**config.mk**
```make
export PLATFORM = sky130hd
export DESIGN_NAME = uds_security_access_lockout
export DESIGN_NICKNAME = d
export VERILOG_FILES = /design/src/sv/uds_sa_pkg.sv /design/src/sv/uds_sa_cfg.sv /design/src/sv/uds_sa_core.sv /design/src/sv/uds_security_access_lockout.sv
export SDC_FILE = /design/constraint.sdc
export NUM_CORES = 1
export LEC_CHECK = 0
export ABC_CLOCK_PERIOD_IN_PS = 9300
export BUFFER_PORTS_ARGS = -buffer_cell sky130_fd_sc_hd__buf_4
export CAP_MARGIN = 20
export CORE_AREA = 10 10 239 184
export CTS_CLUSTER_DIAMETER = 120
export DETAILED_ROUTE_END_ITERATION = 8
export DIE_AREA = 0 0 249 194
export GPL_ROUTABILITY_DRIVEN = 0
export GPL_TIMING_DRIVEN = 0
export PLACE_DENSITY = 0.53
export SYNTH_ARGS = -nofsm -noshare
export SYNTH_HDL_FRONTEND = slang
export SYNTH_SLANG_ARGS = --single-unit
```
**constraint.sdc**
```tcl
create_clock -name clk -period 9.3 [get_ports clk]
set_input_delay 0.465 -clock clk [delete_from_list [all_inputs] [get_ports clk]]
set_output_delay 0.465 -clock clk [all_outputs]
set_load 0.03 [all_outputs]
```
**src/sv/uds_sa_pkg.sv**
```systemverilog
package uds_sa_pkg;

  localparam int UDS_NUM_LEVELS = 4;
  localparam int MAX_LEVELS     = 4;

  // Configuration register indexes
  localparam logic [2:0] REG_LEVEL_ENABLE  = 3'd0;
  localparam logic [2:0] REG_KEY_LENGTH    = 3'd1;
  localparam logic [2:0] REG_FAIL_LIMIT    = 3'd2;
  localparam logic [2:0] REG_RELOCK_DELAY  = 3'd3;
  localparam logic [2:0] REG_SESSION_CHECK = 3'd4;
  localparam logic [2:0] REG_SESSION_MASKS = 3'd5;

  localparam logic [3:0]  RST_LEVEL_ENABLE  = 4'hF;
  localparam logic [7:0]  RST_KEY_LENGTH    = 8'd4;
  localparam logic [7:0]  RST_FAIL_LIMIT    = 8'd3;
  localparam logic [31:0] RST_RELOCK_DELAY  = 32'd10000;
  localparam logic        RST_SESSION_CHECK = 1'b0;
  localparam logic [31:0] RST_SESSION_MASKS = 32'hFFFF_FFFF;

  localparam logic OP_REQUEST = 1'b0;
  localparam logic OP_TICK    = 1'b1;

  typedef enum logic [3:0] {
    RSP_OK           = 4'd0,
    RSP_BAD_LENGTH   = 4'd1,
    RSP_UNSUPPORTED  = 4'd2,
    RSP_OUT_OF_RANGE = 4'd3,
    RSP_WRONG_SESS   = 4'd4,
    RSP_REJECT       = 4'd5,
    RSP_INVALID_KEY  = 4'd6,
    RSP_EXCEEDED     = 4'd7,
    RSP_DELAY        = 4'd8,
    RSP_SEQUENCE     = 4'd9
  } rsp_t;

  typedef enum logic [1:0] {
    ACT_NONE   = 2'd0,
    ACT_STORED = 2'd1,
    ACT_ZERO   = 2'd2
  } act_t;

  typedef enum logic [2:0] {
    G_OFF  = 3'b001,
    G_ON   = 3'b010,
    G_LOCK = 3'b100
  } glob_t;

  typedef enum logic [2:0] {
    L_OFF  = 3'b001,
    L_ON   = 3'b010,
    L_WAIT = 3'b100
  } lvl_t;

  typedef struct packed {
    logic [3:0]  level_enable_mask;
    logic [7:0]  key_length;
    logic [7:0]  fail_limit;
    logic [31:0] relock_delay;
    logic        session_check_on;
    logic [31:0] session_masks;
  } cfg_t;

  typedef struct packed {
    logic        operation;
    logic [7:0]  sub_function;
    logic [11:0] message_length;
    logic [7:0]  session_bits;
    logic        seed_ready;
    logic        key_ready;
    logic        key_matches;
    logic [15:0] elapsed_ticks;
  } item_t;

  typedef struct packed {
    rsp_t       code;
    act_t       act;
    logic [2:0] level;
    logic       locked;
    logic [7:0] fails;
  } res_t;

endpackage

```
**src/sv/uds_sa_cfg.sv**
```systemverilog
module uds_sa_cfg import uds_sa_pkg::*; (
  input  logic        clk,
  input  logic        rst,
  input  logic        cfg_write_en,
  input  logic [2:0]  cfg_index,
  input  logic [31:0] cfg_data,
  output cfg_t        cfg
);

  always_ff @(posedge clk) begin
    if (rst) begin
      cfg.level_enable_mask <= RST_LEVEL_ENABLE;
      cfg.key_length        <= RST_KEY_LENGTH;
      cfg.fail_limit        <= RST_FAIL_LIMIT;
      cfg.relock_delay      <= RST_RELOCK_DELAY;
      cfg.session_check_on  <= RST_SESSION_CHECK;
      cfg.session_masks     <= RST_SESSION_MASKS;
    end else if (cfg_write_en) begin
      case (cfg_index)
        REG_LEVEL_ENABLE:  cfg.level_enable_mask <= cfg_data[3:0];
        REG_KEY_LENGTH:    cfg.key_length        <= cfg_data[7:0];
        REG_FAIL_LIMIT:    cfg.fail_limit        <= cfg_data[7:0];
        REG_RELOCK_DELAY:  cfg.relock_delay      <= cfg_data;
        REG_SESSION_CHECK: cfg.session_check_on  <= cfg_data[0];
        REG_SESSION_MASKS: cfg.session_masks     <= cfg_data;
        default: ;
      endcase
    end
  end

endmodule

```
**src/sv/uds_sa_core.sv**
```systemverilog
module uds_sa_core import uds_sa_pkg::*; #(
  parameter int NUM_LEVELS = UDS_NUM_LEVELS
) (
  input  logic  clk,
  input  logic  rst,
  input  logic  en,
  input  item_t item,
  input  cfg_t  cfg,
  output res_t  res
);

  glob_t       gstat, gstat_next;
  lvl_t        lvl [NUM_LEVELS];
  lvl_t        lvl_next [NUM_LEVELS];
  logic        held [NUM_LEVELS];
  logic        held_next [NUM_LEVELS];
  logic [7:0]  fails, fails_next;
  logic [8:0]  run, run_next;
  logic [31:0] elapsed, elapsed_next;
  logic [2:0]  active, active_next;

  logic [7:0]  sf_m1;
  logic [1:0]  idx;
  logic        seed_req;
  logic        sf_bad;
  logic        len_bad;
  lvl_t        lvl_cur;
  logic        held_cur;
  logic        held_new;
  logic [32:0] tick_sum;
  logic [31:0] tick_sat;
  logic [8:0]  run_cap;
  logic [11:0] key_len_total;
  logic [7:0]  sess_mask;
  logic        do_fail;
  logic        fail_seed;
  rsp_t        code;
  act_t        act;

  assign sf_m1         = item.sub_function - 8'd1;
  assign idx           = sf_m1[2:1];
  assign seed_req      = item.sub_function[0];
  assign sf_bad        = (item.sub_function < 8'd1) || (item.sub_function > 8'd8) ||
                         (32'(idx) >= NUM_LEVELS) || !cfg.level_enable_mask[idx];
  assign key_len_total = {4'd0, cfg.key_length} + 12'd2;
  assign len_bad       = seed_req ? (item.message_length != 12'd2)
                                  : (item.message_length != key_len_total);
  assign run_cap       = {1'b0, cfg.fail_limit} + 9'd1;
  assign sess_mask     = cfg.session_masks[{idx, 3'b000} +: 8];
  assign tick_sum      = {1'b0, elapsed} + {17'd0, item.elapsed_ticks};
  assign tick_sat      = tick_sum[32] ? 32'hFFFF_FFFF : tick_sum[31:0];

  always_comb begin
    lvl_cur  = L_OFF;
    held_cur = 1'b0;
    for (int i = 0; i < NUM_LEVELS; i++) begin
      if (idx == 2'(i)) begin
        lvl_cur  = lvl[i];
        held_cur = held[i];
      end
    end
  end

  assign held_new = held_cur | item.seed_ready;

  always_comb begin
    gstat_next   = gstat;
    lvl_next     = lvl;
    held_next    = held;
    fails_next   = fails;
    run_next     = run;
    elapsed_next = elapsed;
    active_next  = active;
    code         = RSP_OK;
    act          = ACT_NONE;
    do_fail      = 1'b0;
    fail_seed    = 1'b0;

    if (item.operation == OP_TICK) begin
      // timer only runs while locked
      if (gstat == G_LOCK) begin
        elapsed_next = tick_sat;
        if (tick_sat >= cfg.relock_delay) begin
          gstat_next   = G_OFF;
          elapsed_next = 32'd0;
          active_next  = 3'd0;
          for (int i = 0; i < NUM_LEVELS; i++) begin
            lvl_next[i]  = L_OFF;
            held_next[i] = 1'b0;
          end
          if (cfg.fail_limit != 8'd0 && fails != 8'd0) begin
            fails_next = fails - 8'd1;
            run_next   = 9'd0;
          end
        end
      end
    end else if (item.message_length < 12'd2) begin
      code = RSP_BAD_LENGTH;
    end else if (sf_bad) begin
      code = RSP_UNSUPPORTED;
    end else if (len_bad) begin
      code = RSP_BAD_LENGTH;
    end else begin
      case (gstat)
        G_LOCK: code = seed_req ? RSP_DELAY : RSP_SEQUENCE;
        G_OFF, G_ON: begin
          if (seed_req) begin
            if (gstat == G_ON && lvl_cur == L_ON) begin
              act = ACT_ZERO;
            end else begin
              do_fail   = 1'b1;
              fail_seed = 1'b1;
            end
          end else if (lvl_cur == L_WAIT) begin
            if (!item.key_ready) begin
              code = RSP_REJECT;
            end else if (!item.key_matches) begin
              do_fail = 1'b1;
            end else begin
              gstat_next   = G_ON;
              fails_next   = 8'd0;
              run_next     = 9'd0;
              elapsed_next = 32'd0;
              active_next  = {1'b0, idx} + 3'd1;
              for (int i = 0; i < NUM_LEVELS; i++) begin
                lvl_next[i] = (idx == 2'(i)) ? L_ON : L_OFF;
              end
            end
          end else begin
            code = RSP_SEQUENCE;
          end
        end
        default: code = RSP_UNSUPPORTED;
      endcase
    end

    if (do_fail) begin
      // repeated seed requests count from the second one on
      if (fail_seed) begin
        if (run != 9'h1FF) begin
          run_next = run + 9'd1;
        end
        if (run_next >= 9'd2 && fails != 8'hFF) begin
          fails_next = fails + 8'd1;
        end
        if (run_next >= run_cap) begin
          run_next = run_cap;
        end
      end else begin
        run_next = 9'd0;
        if (fails != 8'hFF) begin
          fails_next = fails + 8'd1;
        end
      end

      if (fails_next >= cfg.fail_limit) begin
        fails_next  = cfg.fail_limit;
        gstat_next  = G_LOCK;
        active_next = 3'd0;
        for (int i = 0; i < NUM_LEVELS; i++) begin
          lvl_next[i]  = L_OFF;
          held_next[i] = 1'b0;
        end
        code = RSP_EXCEEDED;
      end else if (!fail_seed) begin
        code = RSP_INVALID_KEY;
      end else if (cfg.session_check_on && (item.session_bits & sess_mask) == 8'd0) begin
        code = RSP_WRONG_SESS;
      end else begin
        for (int i = 0; i < NUM_LEVELS; i++) begin
          if (idx == 2'(i)) begin
            held_next[i] = held_new;
            if (held_new) begin
              lvl_next[i] = L_WAIT;
            end
          end
        end
        if (!held_new) begin
          code = RSP_REJECT;
        end else begin
          act = ACT_STORED;
        end
      end
    end
  end

  always_ff @(posedge clk) begin
    if (rst) begin
      gstat   <= G_OFF;
      fails   <= 8'd0;
      run     <= 9'd0;
      elapsed <= 32'd0;
      active  <= 3'd0;
      for (int i = 0; i < NUM_LEVELS; i++) begin
        lvl[i]  <= L_OFF;
        held[i] <= 1'b0;
      end
    end else if (en) begin
      gstat   <= gstat_next;
      fails   <= fails_next;
      run     <= run_next;
      elapsed <= elapsed_next;
      active  <= active_next;
      lvl     <= lvl_next;
      held    <= held_next;
    end
  end

  assign res.code   = code;
  assign res.act    = act;
  assign res.level  = active_next;
  assign res.locked = (gstat_next == G_LOCK);
  assign res.fails  = fails_next;

endmodule

```
**src/sv/uds_security_access_lockout.sv**
```systemverilog
// Channel  | Handshake          | Payload
// ---------+--------------------+----------------------------------------------
// in       | in_valid/in_stall  | operation, sub_function, message_length, ...
// out      | out_valid/out_stall| response_code, seed_action, unlocked_level, ...
// cfg      | cfg_write_en       | cfg_index, cfg_data
//
// One item per cycle sustained while out_stall is low; a result passes through the input
// register, then the state update into the result register.
// Synchronous active-high reset returns configuration, state and valid flags to defaults.
// A stalled result holds the input register, which then stalls the input.
module uds_security_access_lockout import uds_sa_pkg::*; #(
  parameter int NUM_LEVELS = UDS_NUM_LEVELS
) (
  input  logic        clk,
  input  logic        rst,
  input  logic        cfg_write_en,
  input  logic [2:0]  cfg_index,
  input  logic [31:0] cfg_data,
  input  logic        in_valid,
  output logic        in_stall,
  input  logic        operation,
  input  logic [7:0]  sub_function,
  input  logic [11:0] message_length,
  input  logic [7:0]  session_bits,
  input  logic        seed_ready,
  input  logic        key_ready,
  input  logic        key_matches,
  input  logic [15:0] elapsed_ticks,
  output logic        out_valid,
  input  logic        out_stall,
  output logic [3:0]  response_code,
  output logic [1:0]  seed_action,
  output logic [2:0]  unlocked_level,
  output logic        is_locked,
  output logic [7:0]  fail_count
);

  cfg_t  cfg;
  item_t item;
  logic  item_valid;
  logic  advance;
  logic  in_xfer;
  res_t  res_comb;
  res_t  res;

  assign advance  = item_valid && (!out_valid || !out_stall);
  assign in_stall = item_valid && !advance;
  assign in_xfer  = in_valid && !in_stall;

  uds_sa_cfg u_cfg (
    .clk          (clk),
    .rst          (rst),
    .cfg_write_en (cfg_write_en),
    .cfg_index    (cfg_index),
    .cfg_data     (cfg_data),
    .cfg          (cfg)
  );

  uds_sa_core #(
    .NUM_LEVELS (NUM_LEVELS)
  ) u_core (
    .clk  (clk),
    .rst  (rst),
    .en   (advance),
    .item (item),
    .cfg  (cfg),
    .res  (res_comb)
  );

  always_ff @(posedge clk) begin
    if (rst) begin
      item_valid <= 1'b0;
    end else if (in_xfer) begin
      item_valid <= 1'b1;
    end else if (advance) begin
      item_valid <= 1'b0;
    end
  end

  always_ff @(posedge clk) begin
    if (in_xfer) begin
      item.operation      <= operation;
      item.sub_function   <= sub_function;
      item.message_length <= message_length;
      item.session_bits   <= session_bits;
      item.seed_ready     <= seed_ready;
      item.key_ready      <= key_ready;
      item.key_matches    <= key_matches;
      item.elapsed_ticks  <= elapsed_ticks;
    end
  end

  always_ff @(posedge clk) begin
    if (rst) begin
      out_valid <= 1'b0;
    end else if (advance) begin
      out_valid <= 1'b1;
    end else if (!out_stall) begin
      out_valid <= 1'b0;
    end
  end

  always_ff @(posedge clk) begin
    if (advance) begin
      res <= res_comb;
    end
  end

  assign response_code  = res.code;
  assign seed_action    = res.act;
  assign unlocked_level = res.level;
  assign is_locked      = res.locked;
  assign fail_count     = res.fails;

endmodule

```
* Yosys cells after proc, flatten, opt, wreduce, memory -nomap -nowiden *
Cells that the tools add are included.
Widths: inputs -> output; s select.

cells by class
  bitwise gates (word level) = 2
  shift-type cells = 1
  muxes and demuxes = 169
  order comparisons = 8
  add/sub/neg operators = 8
  equality and inequality tests = 24
  reduce and logical (&&, ||, !) cells = 33

operators with widths
  cell                 number
  $mux 32              12
  $mux 12              15
  $mux 9               18
  $mux 8               18
  $mux 3               39
  $mux 4               18
  $add 32x16->33       1
  $ge 32x32->1         1
  $mux 2               16
  $shiftx 32x6->8      1
  $mux 1               31
  $reduce_bool 8->1    2
  $eq 3x3->1 const B   5
  $eq 3x2->1 const B   4
  $lt 12x2->1 const B  1
  $ne 12x12->1         1
  $ne 12x2->1 const B  1
  $reduce_and 2->1     6
  $reduce_and 10->1    1
  $reduce_bool 2->1    5
  $add 8x1->9 const B  1
  $add 8x2->9 const B  1
  $add 9x1->9 const B  1
  $ge 9x2->1 const B   1
  27 further kinds     45

word-level totals
  output and inout bits = 20
  input port bits = 88
  word-level logic and storage cells = 279
  flip-flop bits (word level) = 224

* Logic depth before layout (Yosys ltp) *
  depth after elaboration = 26
  gate-level depth with buffers = 36
  gate-level depth less buffers = 32

* Cells and area by module *
From an unflattened synthesis, not the netlist that was laid out.

second synthesis, totals
  cells, all modules = 1462
  area total of the unflattened synthesis = 13126.3 µm²

by module, submodules not included
  module                       seq. area each (µm²)  cells each  instances  area each (µm²)
  uds_sa_core                  1421.4                1036        1          7572.3
  uds_sa_cfg                   1701.6                350         1          3485.8
  uds_security_access_lockout  2021.9                76          1          2068.2

* Worst setup path before layout *
Ideal clock, no wire load.

  path type = register -> register
  from = reg, netlist name item[0]
  to = reg res, in the netlist fail_count[4], data pin
  slack = 1.895 ns
  library setup time = 0.264 ns
  buffers on the path = 4
  required time = 9.036 ns
  data arrival time = 7.142 ns
  cell stages (with the launch flop) = 36
  cells stage by stage = edfxtp_1 -> ha_1 -> fa_1 -> a21o_1 -> a21oi_1 -> o21ai_0 -> nand3_1 -> a31oi_1 -> a211oi_1 -> nor2_1 -> nand3_1 -> buf_2 -> buf_1 -> nand2_1 -> ha_1 -> and2_1 -> a221o_1 -> a221oi_1 -> o211ai_1 -> clkbuf_1 -> a21oi_1 -> nor2_1 -> a21oi_1 -> mux2i_1 -> ha_1 -> nand2b_1 -> a21o_1 -> a21o_1 -> a211oi_1 -> o21ai_0 -> and2_1 -> clkbuf_1 -> nand2_1 -> inv_1 -> o32ai_1 -> nor2_1

RTL lines
  element                 RTL line                            source
  end signal: assignment  uds_security_access_lockout.sv:105  res <= res_comb;
  end: declaration        uds_security_access_lockout.sv:44   res_t res;

==> flow_summary_export.csv <==
group,metric,value,unit
detailed_routing,drt_pass1_iterations,5,
die,initial_core_util,32.8,%
critical_path,start_kind,"flop",
clocking,htreeDepth,1,
logic_synthesis,synth_nets,1643,
power_and_ir_drop,total_power,2.39,mW
clocking,numCtsBuffers,27,
placement,dp_hpwl,31800,um
min_path,min_path_type,"input port to flop",
logic_synthesis,ys_top_cells_by_area,"dfxtp_1 25%, edfxtp_1 15%, nand2_1 7.7%",
clocking,clk_latency,560,ps
global_route,grt_overflow_total,0,
logic_synthesis,ys.flop_type,"dfxtp_1",
logic_synthesis,ys_ff_latch,224,
sta,fin_skew,14.0,ps
logic_synthesis,ys_seq_area_share,40.0,%
global_route,grt_pass1_vias,10900,
job,cap_violations,0,
die,pin_count,108,
logic_synthesis,syn_inst,1475,
die,fp.dieH,194,um
critical_path,required,9590,ps
logic_synthesis,synth_top_area_share,24.6,%
sta,relSlewSlack,34.0,%
sta,period_needed,8570,ps
global_route,antenna_found_initial,2,
critical_path,crit_path_max_fanout,10,
die,die_w,249,um
sta,finalHoldViolCount,0,
sta,fin_crit_sh,92.1,%
global_route,grt_usage,16.3,%
clocking,clkSlewWorstSetupHoldPaths,60,ps
layout,antenna_cells,0,
placement,port_buffers,107,
critical_path,path_class,"flop to flop",
detailed_routing,drc_errors,0,
die,die_area,48300,um2
die,num_rows,63,
global_route,grt_pass1_wl,63700,um
clocking,tritoncts,"done",
sta,finalSetupViolations,0,
detailed_routing,antenna_left,0,
logic_synthesis,syn-cell-area,12900,um2
logic_synthesis,synth_cell_types,85,
layout,syn2layout_area_growth,19.2,%
clocking,cts.sinks,224,
logic_synthesis,synth_edf_count,66,
power_and_ir_drop,p_per_area,156,nW/um2
detailed_routing,routed_wl,41400,um
logic_synthesis,avgSynthCellArea,8.71,um2
layout,nNetsFinal,1786,
global_route,grt_max_degree,35,
power_and_ir_drop,power.leakage,6.16,nW
die,core,39200,um2
detailed_routing,dr_total_vias,11400,
placement,pre_cts_slack,-980,ps
clocking,clock-root-buffer,"clkbuf_16",
critical_path,end_kind,"flop",
detailed_routing,routedWlPerCell,19.2,um
critical_path,cp_data_arrival_time,8860,ps
critical_path,cp_common_cell,"nor2_1",
sta,rsz0062_at_grt,"no",
sta,max_freq,117,MHz
detailed_routing,viasPerCell,5.26,
sta,setup_ws,733,ps
critical_path,worst_path_max_delay_cell,"fa_1",
clocking,cts_buffer_depth,3,
detailed_routing,first_iter_violations,1079,
sta,slew_viol_final,0,
logic_synthesis,synth_top_area_cell,"dfxtp_1",
logic_synthesis,ys_warn_count,0,
logic_synthesis,synth-async-reset-ratio,0,%
power_and_ir_drop,ir_worst_vdd,0.135,mV
layout,drive_above_1_share,13.7,%
layout,fillers,3972,
outcome,status,"complete, no violations",
sta,max_slew.worst_pin.slew,989,ps
critical_path,slowest_delay,410,ps
[flip-flops by register name, summed over array words and instances, names as in the netlist, named ones only]
name / count
fail_count: 8
is_locked: 1
item: 48
item_valid: 1
out_valid: 1
response_code: 4
seed_action: 2
u_cfg.cfg: 85
u_core.active: 3
u_core.elapsed: 32
u_core.fails: 8
u_core.gstat: 3
u_core.held: 4
u_core.lvl: 12
u_core.run: 8
unlocked_level: 3
[critical path, delay by kind of cell, from the launching register on]
family          cells  cell delay, ps
compound gates     15            3630
simple gates       11            1910
fa+ha+maj           4            1210
buf+inv             6            1170
flops               1             390
[kinds of logic after synthesis]
group	count (synthesis)	synth area share (%)
compound gates	353	18.3
simple gates	591	22.5
flops	224	40.0
xor+xnor	46	3.13
buf+inv	146	4.54
fa+ha+maj	80	7.85
mux	35	3.65
[layout by cell type, fill, tap and decap left out, types with 7 or more instances in the layout]
master,instances
and2_1,10
mux2i_1,21
a21oi_1,120
a211oi_1,13
o2bb2ai_1,7
nand3b_1,42
a22oi_1,12
o21a_1,10
buf_1,8
nor2_1,86
xor2_1,15
nor4_1,14
nand4_1,16
a21o_1,20
edfxtp_1,66
o21ai_0,66
buf_4,116
dfxtp_1,158
ha_1,79
nand3_1,39
mux4_2,9
a211o_1,10
inv_1,77
nand2b_1,17
nand2_1,265
xnor2_1,31
clkbuf_16,28
nor2b_1,18
nor3_1,25
a31oi_1,14
clkbuf_1,49
and3_1,17
a22o_1,19
[layout make-up]
cell class	count	area [um2]	share of cell area, %
Clock buffer	37	785	5.12
Multi-Input combinational cell	1105	7180	46.9
Inverter	77	289	1.89
Timing Repair Buffer	114	868	5.67
Buffer	69	302	1.97
Sequential cell	224	5140	33.6
Clock inverter	13	103	0.670
Tap cell	520	651	4.25
[power breakdown]
group          internal (mW)  total [mW]  switching (mW)
combinational          0.105       0.267           0.162
clock                  0.619        1.06           0.443
sequential              1.04        1.06          0.0215
total                   1.76        2.39           0.626
[timing repair]
item	CTS	global route
hold buffers	0	0
endpoints found under the setup margin	35	37
gates resized for setup	5	9
pin swaps	1	2
setup buffers	2	4
hold endpoints to repair	0	0
[per-stage QoR]
step / instance area (um2) / util [%] / hold slack, ps / cells / TNS (ps)
3_5_place_dp: 14300 / 36.6 / 447 / 2103 / -8620
5_1_grt: 15300 / 39.1 / 52.2 / 2159 / 0
2_1_floorplan: 12900 / - / 429 / 1475 / 0
4_1_cts: 15300 / 39.0 / 41.1 / 2155 / 0
3_3_place_gp: 14300 / 36.5 / 441 / 2102 / -10160
6_report: 15300 / 39.1 / 79.3 / 2159 / 0
[synth_stat cells, drive strengths merged (14+ instances only)]
cell type,n
nand4,16
xor2,15
mux2i,21
a21oi,121
and3,17
dfxtp,158
ha,79
nor2b,19
clkbuf,48
a21o,21
nor2,87
nor4,16
nand3b,44
a211oi,17
nand3,41
inv,77
edfxtp,66
a31oi,14
o21ai,71
a22o,19
nand2b,18
nor3,27
xnor2,31
buf,21
nand2,268
[path summary, 6_finish.rpt]
check	from	endpoint	slack (ps)	depth (start not counted)
setup / recovery	item[0]	fail_count[4]	730	36
hold / removal	elapsed_ticks[8]	item[8]	80	1
setup reg to reg	item[0]	fail_count[4]	730	36
hold reg to reg	u_cfg.cfg[49]	u_cfg.cfg[49]	460	2
[layer usage]
metal | track usage [%] | wire length (um) | up-vias
li1 | - | - | 5566
met1 | 24.2 | 20600 | 5384
met2 | 23.3 | 16700 | 347
met3 | 3.43 | 2970 | 60
met4 | 4.24 | 1010 | 4
met5 | 0 | 34 | -
(Power assumes the default switching activity.)
